`src/z80_flag_and_daa_unit_top_assert.svh`:
```
// assertion macros shared by the flag and daa unit
`ifndef Z80_FLAG_AND_DAA_UNIT_TOP_ASSERT_SVH
`define Z80_FLAG_AND_DAA_UNIT_TOP_ASSERT_SVH

// cond in a cycle implies expr in the next cycle
`define Z80FD_ASSERT_NEXT(lbl, cond, expr) \
   lbl: assert property (@(posedge clock) disable iff (reset) (cond) |=> (expr)) \
      else $error("z80fd next-cycle check failed");

// cond implies expr in the same cycle
`define Z80FD_ASSERT_NOW(lbl, cond, expr) \
   lbl: assert property (@(posedge clock) disable iff (reset) (cond) |-> (expr)) \
      else $error("z80fd same-cycle check failed");

`endif

```
`src/z80fd_pkg.sv`:
```
// types, codes and helpers for the z80 flag and daa unit
package z80fd_pkg;

   localparam logic [3:0] ACT_PARITY = 4'd0;
   localparam logic [3:0] ACT_DISP   = 4'd1;
   localparam logic [3:0] ACT_INC    = 4'd2;
   localparam logic [3:0] ACT_DEC    = 4'd3;
   localparam logic [3:0] ACT_AND    = 4'd4;
   localparam logic [3:0] ACT_OR_XOR = 4'd5;
   localparam logic [3:0] ACT_ADD    = 4'd6;
   localparam logic [3:0] ACT_SUB    = 4'd7;
   localparam logic [3:0] ACT_CP     = 4'd8;
   localparam logic [3:0] ACT_NEG    = 4'd9;
   localparam logic [3:0] ACT_DAA    = 4'd10;

   localparam logic [7:0] DISP_BIAS = 8'h80;

   typedef struct packed {
      logic [3:0] action;
      logic [7:0] value;
      logic       n_in;
      logic       c_in;
      logic       h_in;
   } req_type;

   typedef struct packed {
      logic [7:0] flag_byte;
      logic [7:0] value_out;
   } rsp_type;

   // z80 parity flag: set on an even number of ones
   function automatic logic even_parity(input logic [7:0] v);
      even_parity = ~(^v);
   endfunction

endpackage

```
`src/z80fd_flag_logic.sv`:
```
// combinational flag and daa computation for one request
module z80fd_flag_logic (
   input  z80fd_pkg::req_type req,
   output z80fd_pkg::rsp_type rsp
);
   import z80fd_pkg::*;

   logic [7:0] v;
   logic [3:0] lo;
   logic [7:0] inc_r;
   logic [7:0] dec_r;
   logic [7:0] neg_r;
   logic       v_zero;
   logic       daa_lo_adj;
   logic       daa_hi_adj;
   logic [7:0] daa_add;
   logic [7:0] daa_r;
   logic       daa_h;
   logic [7:0] flags;
   logic [7:0] res;

   assign v      = req.value;
   assign lo     = v[3:0];
   assign inc_r  = v + 8'd1;
   assign dec_r  = v - 8'd1;
   assign neg_r  = 8'd0 - v;
   assign v_zero = (v == 8'h00);

   assign daa_lo_adj = req.h_in | (lo > 4'd9);
   assign daa_hi_adj = req.c_in | (v > 8'h99);

   always_comb begin
      daa_add = 8'h00;
      unique case ({daa_hi_adj, daa_lo_adj})
         2'b01:   daa_add = req.n_in ? 8'hFA : 8'h06;
         2'b10:   daa_add = req.n_in ? 8'hA0 : 8'h60;
         2'b11:   daa_add = req.n_in ? 8'h9A : 8'h66;
         default: daa_add = 8'h00;
      endcase
   end

   assign daa_r = v + daa_add;
   // half carry after the adjust depends on direction
   assign daa_h = req.n_in ? (req.h_in & (lo < 4'd6)) : (lo >= 4'hA);

   // flag order: s z y h x p n c
   always_comb begin
      flags = 8'h00;
      res   = v;
      unique case (req.action)
         ACT_PARITY: flags = {5'b0, even_parity(v), 2'b0};
         ACT_DISP:   res   = v ^ DISP_BIAS;
         ACT_INC:    flags = {inc_r[7], inc_r == 8'h00, 1'b0, lo == 4'hF, 1'b0,
                              v == 8'h7F, 2'b00};
         ACT_DEC:    flags = {dec_r[7], dec_r == 8'h00, 1'b0, lo == 4'h0, 1'b0,
                              v == 8'h80, 2'b10};
         ACT_AND:    flags = {v[7], v_zero, v[5], 1'b1, v[3], even_parity(v), 2'b00};
         ACT_OR_XOR: flags = {v[7], v_zero, v[5], 1'b0, v[3], even_parity(v), 2'b00};
         ACT_ADD:    flags = {v[7], v_zero, v[5], 1'b0, v[3], 3'b000};
         ACT_SUB:    flags = {v[7], v_zero, v[5], 1'b0, v[3], 3'b010};
         ACT_CP:     flags = {v[7], v_zero, 4'b0000, 2'b10};
         ACT_NEG:    flags = {neg_r[7], v_zero, neg_r[5], ~v_zero, neg_r[3],
                              v == 8'h80, 1'b1, ~v_zero};
         ACT_DAA: begin
            flags = {daa_r[7], daa_r == 8'h00, daa_r[5], daa_h, daa_r[3],
                     even_parity(daa_r), req.n_in, daa_hi_adj};
            res   = daa_r;
         end
         default: begin
            flags = 8'h00;
            res   = v;
         end
      endcase
   end

   assign rsp.flag_byte = flags;
   assign rsp.value_out = res;

endmodule

```
`src/z80_flag_and_daa_unit_top.sv`:
```
// top level of the z80 flag and daa unit
// usage:
//   a request is taken at a rising edge with start high and busy low; busy
//   is never raised, so a request may be issued in every cycle
//   the request carries an action code, an operand byte and the incoming
//   n, c and h flags (the flags matter only for daa)
//   the request is captured in an input register, the flag logic runs in
//   one combinational pass, and the response lands in an output register
//   latency: the response is driven from the edge after the request edge,
//   on rsp_flag_byte and rsp_value_out with rsp_strobe high for one cycle,
//   and is taken at the second edge after the request edge
//   throughput: one request per cycle, set by the single pass through the
//   flag logic between the two registers
//   the receiver must take each response in its strobe cycle; there is no
//   back-pressure on the response side
//   reset clears both stage valid bits, so no response is produced from
//   a request in flight at reset
module z80_flag_and_daa_unit_top (
   input  logic       clock,
   input  logic       reset,
   input  logic       start,
   output logic       busy,
   input  logic [3:0] req_action,
   input  logic [7:0] req_value,
   input  logic       req_n_in,
   input  logic       req_c_in,
   input  logic       req_h_in,
   output logic       rsp_strobe,
   output logic [7:0] rsp_flag_byte,
   output logic [7:0] rsp_value_out
);
   import z80fd_pkg::*;

   logic    stage_valid_ff;
   logic    stage_valid_in;
   req_type stage_req_ff;
   req_type stage_req_in;
   rsp_type calc_rsp;
   logic    out_valid_ff;
   logic    out_valid_in;
   rsp_type out_rsp_ff;
   rsp_type out_rsp_in;

   assign busy = 1'b0;

   assign stage_valid_in = start & ~busy;
   assign stage_req_in   = '{action: req_action, value: req_value, n_in: req_n_in,
                             c_in: req_c_in, h_in: req_h_in};

   z80fd_flag_logic u_flag_logic (
      .req (stage_req_ff),
      .rsp (calc_rsp)
   );

   assign out_valid_in = stage_valid_ff;
   assign out_rsp_in   = calc_rsp;

   always_ff @(posedge clock) begin
      if (reset) begin
         stage_valid_ff <= 1'b0;
         out_valid_ff   <= 1'b0;
      end else begin
         stage_valid_ff <= stage_valid_in;
         out_valid_ff   <= out_valid_in;
      end
   end

   // payload registers, no reset needed
   always_ff @(posedge clock) begin
      stage_req_ff <= stage_req_in;
      out_rsp_ff   <= out_rsp_in;
   end

   assign rsp_strobe    = out_valid_ff;
   assign rsp_flag_byte = out_rsp_ff.flag_byte;
   assign rsp_value_out = out_rsp_ff.value_out;

`include "z80_flag_and_daa_unit_top_assert.svh"

   `Z80FD_ASSERT_NEXT(a_stage_to_out, stage_valid_ff, rsp_strobe)
   `Z80FD_ASSERT_NEXT(a_out_from_stage, !stage_valid_ff, !rsp_strobe)
   `Z80FD_ASSERT_NEXT(a_disp_result,
      stage_valid_ff && stage_req_ff.action == ACT_DISP,
      rsp_flag_byte == 8'h00 && rsp_value_out == ($past(stage_req_ff.value) ^ DISP_BIAS))
   `Z80FD_ASSERT_NOW(a_daa_only_adjusts,
      stage_valid_ff && stage_req_ff.action != ACT_DAA && stage_req_ff.action != ACT_DISP,
      calc_rsp.value_out == stage_req_ff.value)

endmodule

```
`config.mk`:
```
export PLATFORM = sky130hd
export DESIGN_NAME = z80_flag_and_daa_unit_top
export DESIGN_NICKNAME = d
export VERILOG_FILES = /design/src/z80fd_pkg.sv /design/src/z80fd_flag_logic.sv /design/src/z80_flag_and_daa_unit_top.sv
export VERILOG_INCLUDE_DIRS = /design/src /design/src/src
export SDC_FILE = /design/constraint.sdc
export NUM_CORES = 1
export LEC_CHECK = 0
export ABC_CLOCK_PERIOD_IN_PS = 6800
export BUFFER_PORTS_ARGS = -buffer_cell sky130_fd_sc_hd__buf_2
export CAP_MARGIN = 30
export CORE_ASPECT_RATIO = 1.75
export CORE_UTILIZATION = 35
export DETAILED_ROUTE_END_ITERATION = 8
export PLACE_DENSITY = 0.65
export REMOVE_ABC_BUFFERS = 1
export SLEW_MARGIN = 20
export SYNTH_ARGS = -nofsm -noshare
export SYNTH_HDL_FRONTEND = slang
export SYNTH_SLANG_ARGS = --single-unit
```
`constraint.sdc`:
```
create_clock -name clock -period 6.8 [get_ports clock]
set_input_delay 1.02 -clock clock [delete_from_list [all_inputs] [get_ports clock]]
set_output_delay 1.02 -clock clock [all_outputs]
set_load 0.02 [all_outputs]
```
# Word-level counts from Yosys, hierarchy flattened
# Index checks and enable logic that the tools add are counted.
[op_classes] mux=7 addsub=4 eq_ne=16 magnitude_cmp=4 bitwise=7 reduce_logical=8
[ops] cell="one-hot mux 8 bit (10 select lines)" n=1
[ops] cell="logical NOT 8 bit" n=4
[ops] cell="two-way mux 8 bit" n=3
[ops] cell="one-hot mux 8 bit (3 select lines)" n=1
[ops] cell="== test 4 x 3 -> 1 bit, second input constant" n=4
[ops] cell="== test 4 bit, second input constant" n=4
[ops] cell="one-hot mux 8 bit (2 select lines)" n=1
[ops] cell="parity 8 bit" n=2
[ops] cell="adder 8 x 1 -> 8 bit, second input constant" n=1
[ops] cell="adder 8 bit" n=1
[ops] cell="== test 4 x 2 -> 1 bit, second input constant" n=2
[ops] cell="== test 8 x 7 -> 1 bit, second input constant" n=1
[ops] cell="== test 8 bit, second input constant" n=1
[ops] cell="> comparator 8 bit, second input constant" n=1
[ops] cell="logical NOT 4 bit" n=2
[ops] cell="subtractor 1 x 8 -> 8 bit, first input constant" n=1
[ops] cell="subtractor 8 x 1 -> 8 bit, second input constant" n=1
[ops] cell="== test 2 bit, second input constant" n=2
[ops] cell="== test 4 x 1 -> 1 bit, second input constant" n=1
[ops] cell=">= comparator 4 bit, second input constant" n=1
[ops] cell="> comparator 4 bit, second input constant" n=1
[ops] cell="less-than comparator 4 x 3 -> 1 bit, second input constant" n=1
[ops] cell="NOT 1 bit" n=4
[ops] cell="== test 2 x 1 -> 1 bit, second input constant" n=1
[ops] cell="3 further kinds" n=4
[totals] output_inout_bits=18 register_bits=33 word_cells=55

# Logic depth before layout (Yosys ltp)
[depth] depth_word=8 depth_mapped=18

# Cells and area by module
# From an unflattened synthesis, not the netlist that was laid out.
[hier_totals] hier_cells=219 area_unflattened_um2=1999.4
[modules_own_cells] mod="z80fd_flag_logic" area_per_inst_um2=1315.0 n_inst=1 cells_each=182
[modules_own_cells] mod="z80_flag_and_daa_unit_top" area_per_inst_um2=684.4 n_inst=1 cells_each=37

# Worst setup path before layout
# Ideal clock, no wire load.
[synth_path] path_type="register to register" start="reg stage_req_ff[5] (netlist bit)" end="reg out_rsp_ff, in the netlist rsp_flag_byte[2]" setup_time_ns=0.129 slack_ns=3.527 t_arrival_ns=3.144 path_stages_with_launch=16 n_path_buf=1 path_cell_list="dfxtp_1 > buf_2 > inv_1 > ha_1 > nand2b_2 > a2bb2oi_2 > and2_1 > fa_1 > a211oi_1 > o21bai_1 > a21oi_1 > xnor3_1 > ha_1 > xor2_1 > xnor2_1 > o21ai_1"
[synth_lines] element="start: declaration" line_no="z80_flag_and_daa_unit_top.sv:36" source="req_type stage_req_ff;"
[synth_lines] element="start signal: assignment" line_no="z80_flag_and_daa_unit_top.sv:70" source="stage_req_ff <= stage_req_in;"
[synth_lines] element="end signal: assignment" line_no="z80_flag_and_daa_unit_top.sv:71" source="out_rsp_ff <= out_rsp_in;"
[synth_lines] element="end: declaration" line_no="z80_flag_and_daa_unit_top.sv:41" source="rsp_type out_rsp_ff;"

==> results.cfg <==
[cts]
clkTransAtPathRegs_ns = 0.07
hold_buffers = 0
tritoncts_num_sinks = 33
cts_resized = 0
cts.path.max_buffers = 2
worstSkewPairLatency_ns = 0.29
number_of_buffers_inserted_during_clock_tree_synthesis = 5
clockRootBuffer = clkbuf_8
level_count_of_the_clock_h_tree = 2
tritoncts = done
postCtsSetupBuffers = 0

[global_routing]
global_route_wire_length_before_repair_microns = 7860
track_usage_pct = 17.6
antenna_found_initial = 0
grt-ovfl-total = 0
globalRouteMet3Util_pct = 3.23
grtUsageMet1_pct = 16.6
grt_use_met2_pct = 30.7
via_count_of_the_first_global_routing_pass = 1736
grt_start_max_net_pins = 21
peak_usage_layer_in_the_global_routing_report = met2

[sta]
timing.slew.headroom_pct = 53.8
rsz_0062_raised_after_global_routing = no
final_setup_skew_ns = 0.00470
setup_tns_ns = 0
final.period_utilization_pct = 54.2
worst_slew_pin_slew_ns = 0.691
report.final.slew_viol_count = 0
timing.final.setup_violations = 0
final.min_clock_period_ns = 3.68
fmaxAchievable_ghz = 0.271
report.final.hold_viol_count = 0

[pwr]
p_sw_uw = 160
p_leak_nw = 1.10
power.clock.fraction_pct = 35.2
cell_internal_pwr_uw = 387
ir_drop_v = 0.0000966
seqPwrFrac_pct = 40.3
pwr-share-comb_pct = 24.6
cellPowerDensity_nw_per_um2 = 228
switching_share_pct = 29.2
totalPowerFinal_uw = 547

[setup_path]
worst-setup-path-type = flip-flop to flip-flop
cp_num_buf_inv = 1
critical_path.startpoint_type = flip-flop
worst_setup_path_end_kind = flip-flop
critical_path.cell_chain = inv_1 > ha_1 > nand2b_2 > nor2b_1 > o21ai_1 > a21oi_1 > xnor2_1 > ha_1 > o21ai_0 > o21bai_1 > a21oi_1 > xnor3_1 > ha_1 > xor2_1 > xnor2_1 > o21ai_1
crit_path_frequent_cell = ha_1
path_delay_family = adder cells
timing.reg2reg.setup_slack_ns = 3.12
cp_slowest_stage_delay_ns = 0.65
cp.arrival_ns = 3.84
slowest_stage = dfxtp_1
path_max_fanout = 11
required_ns = 6.96

[cells_and_area]
layout_common_cells = 34 x buf_2, 33 x dfxtp_1, 27 x ha_1, 20 x nand2_1, 17 x xnor2_1
areaGrowthSynthToFinish_pct = 16.8
post-route-cell-area_sq_um = 2390
fillers = 590
mostFrequentLayoutCell = buf_2
layout.nets = 307
antenna_cells_inserted = 0
fraction_of_final_layout_cells_with_drive_strength_greater_than_1_pct = 17.9

[floorplan]
dieHeight_microns = 103
die_outline_area_sq_um = 6180
num_io_pins = 36
rows = 36
die-width_microns = 59.9
start_util_pct = 36.7
total_core_area_sq_um = 5590

[yosys]
synth_seq_area_share_pct = 32.2
synth_seq_cells = 33
post_synthesis_cell_count = 228
asr_flop_ratio_synth_pct = 0
synthesis.area_sq_um = 2050
yosysUniqueCellTypes = 49
number_of_flops_mapped_to_enable_cells_by_yosys = 0
synth_top_flop_cell = dfxtp_1
syn_avg_cell_area_sq_um = 8.99
yosys_warnings = 0

[outcome]
status = complete, no violations

[route]
post_route_wl_microns = 4910
avgViaCountPerCell = 5.20
number_of_remaining_drc_errors = 0
drtIter0Drc = 52
postRouteAntennaNets = 0
route.detailed.wl_per_inst_microns = 14.5
dr_total_vias = 1757
first_pass_iters = 4

[placed_design]
postPlaceCellArea_sq_um = 2280
dp.final_hpwl_microns = 3820
routabilityCongestion = 0.878
port-buffer-count = 34

[run]
timing.max_cap.violations = 0

[min_path]
hold_class = flip-flop to flip-flop
==> sequential cells by signal, indices dropped and copies added, names as in the netlist <==
name / count
rsp_strobe: 1
out_valid_in: 1
rsp_flag_byte: 8
stage_req_ff: 15
rsp_value_out: 8
==> cell usage after synthesis (4+ instances only) <==
cell type  count  share of area (%)
nor2b_1        7                2.1
nor2_1         9                1.6
o21ai_1        7                1.7
nand2_1       20                3.7
nor3_1         4               0.98
xnor2_1       17                7.3
nand4_1        6                1.8
ha_1          27                 16
a21oi_1       12                2.9
o21ai_0        9                2.2
dfxtp_1       33                 32
inv_1         14                2.6
nand3_1        7                1.7
==> final timing paths <==
| path | start | endpoint | depth (start not counted) |
|---|---|---|---|
| worst max-delay path | stage_req_ff[5] | rsp_flag_byte[2] | 16 |
| worst min-delay path | out_valid_in | rsp_strobe | 1 |
| worst min register to register | out_valid_in | rsp_strobe | 1 |
| worst max register to register | stage_req_ff[5] | rsp_flag_byte[2] | 16 |
==> layer usage <==
layer / vias to the layer above / part of all wire, %
li1: 862 / -
met1: 800 / 38
met2: 65 / 50
met3: 30 / 4.7
met4: 0 / 7.6
met5: - / 0
==> layout make-up <==
type | instances | area, sq um | area share (%)
clock buffers | 7 | 86.3 | 3.61
clock inverters | 1 | 30.0 | 1.25
inverters | 15 | 56.3 | 2.35
multi-input cells | 172 | 1300 | 54.1
flip-flops and latches | 33 | 661 | 27.6
well taps | 76 | 95.1 | 3.97
repair buffers | 34 | 170 | 7.11
==> logic make-up after synthesis <==
family | Yosys count | synth area share [%]
simple gates | 72 | 19.0
compound gates | 49 | 16.4
flops | 33 | 32.2
fa+ha+maj | 28 | 17.4
buf+inv | 23 | 4.58
xor+xnor | 20 | 9.21
mux | 2 | 0.976
other cells | 1 | 0.183
==> power by group through the flow <==
| stage | Sequential [mW] | Clock, mW | Combinational, mW |
|---|---|---|---|
| final | 0.220 | 0.192 | 0.134 |
| after global routing | 0.222 | 0.205 | 0.151 |
| after floorplan | 0.231 | 0 | 0.0931 |
| after global placement | 0.224 | 0 | 0.133 |
| after detailed placement | 0.225 | 0 | 0.134 |
| after CTS | 0.220 | 0.197 | 0.135 |
==> per-stage QoR <==
step | cells | setup slack (ns) | hold WS (ns) | util, %
after floorplan | 220 | 3.53 | 0.414 | -
after global placement | 330 | 3.16 | 0.420 | 40.8
after detailed placement | 330 | 3.14 | 0.424 | 40.8
after CTS | 338 | 3.12 | 0.439 | 42.9
after global routing | 338 | 2.74 | 0.449 | 42.9
final | 338 | 3.12 | 0.434 | 42.9
No activity file was read; power rests on OpenSTA's default activity.
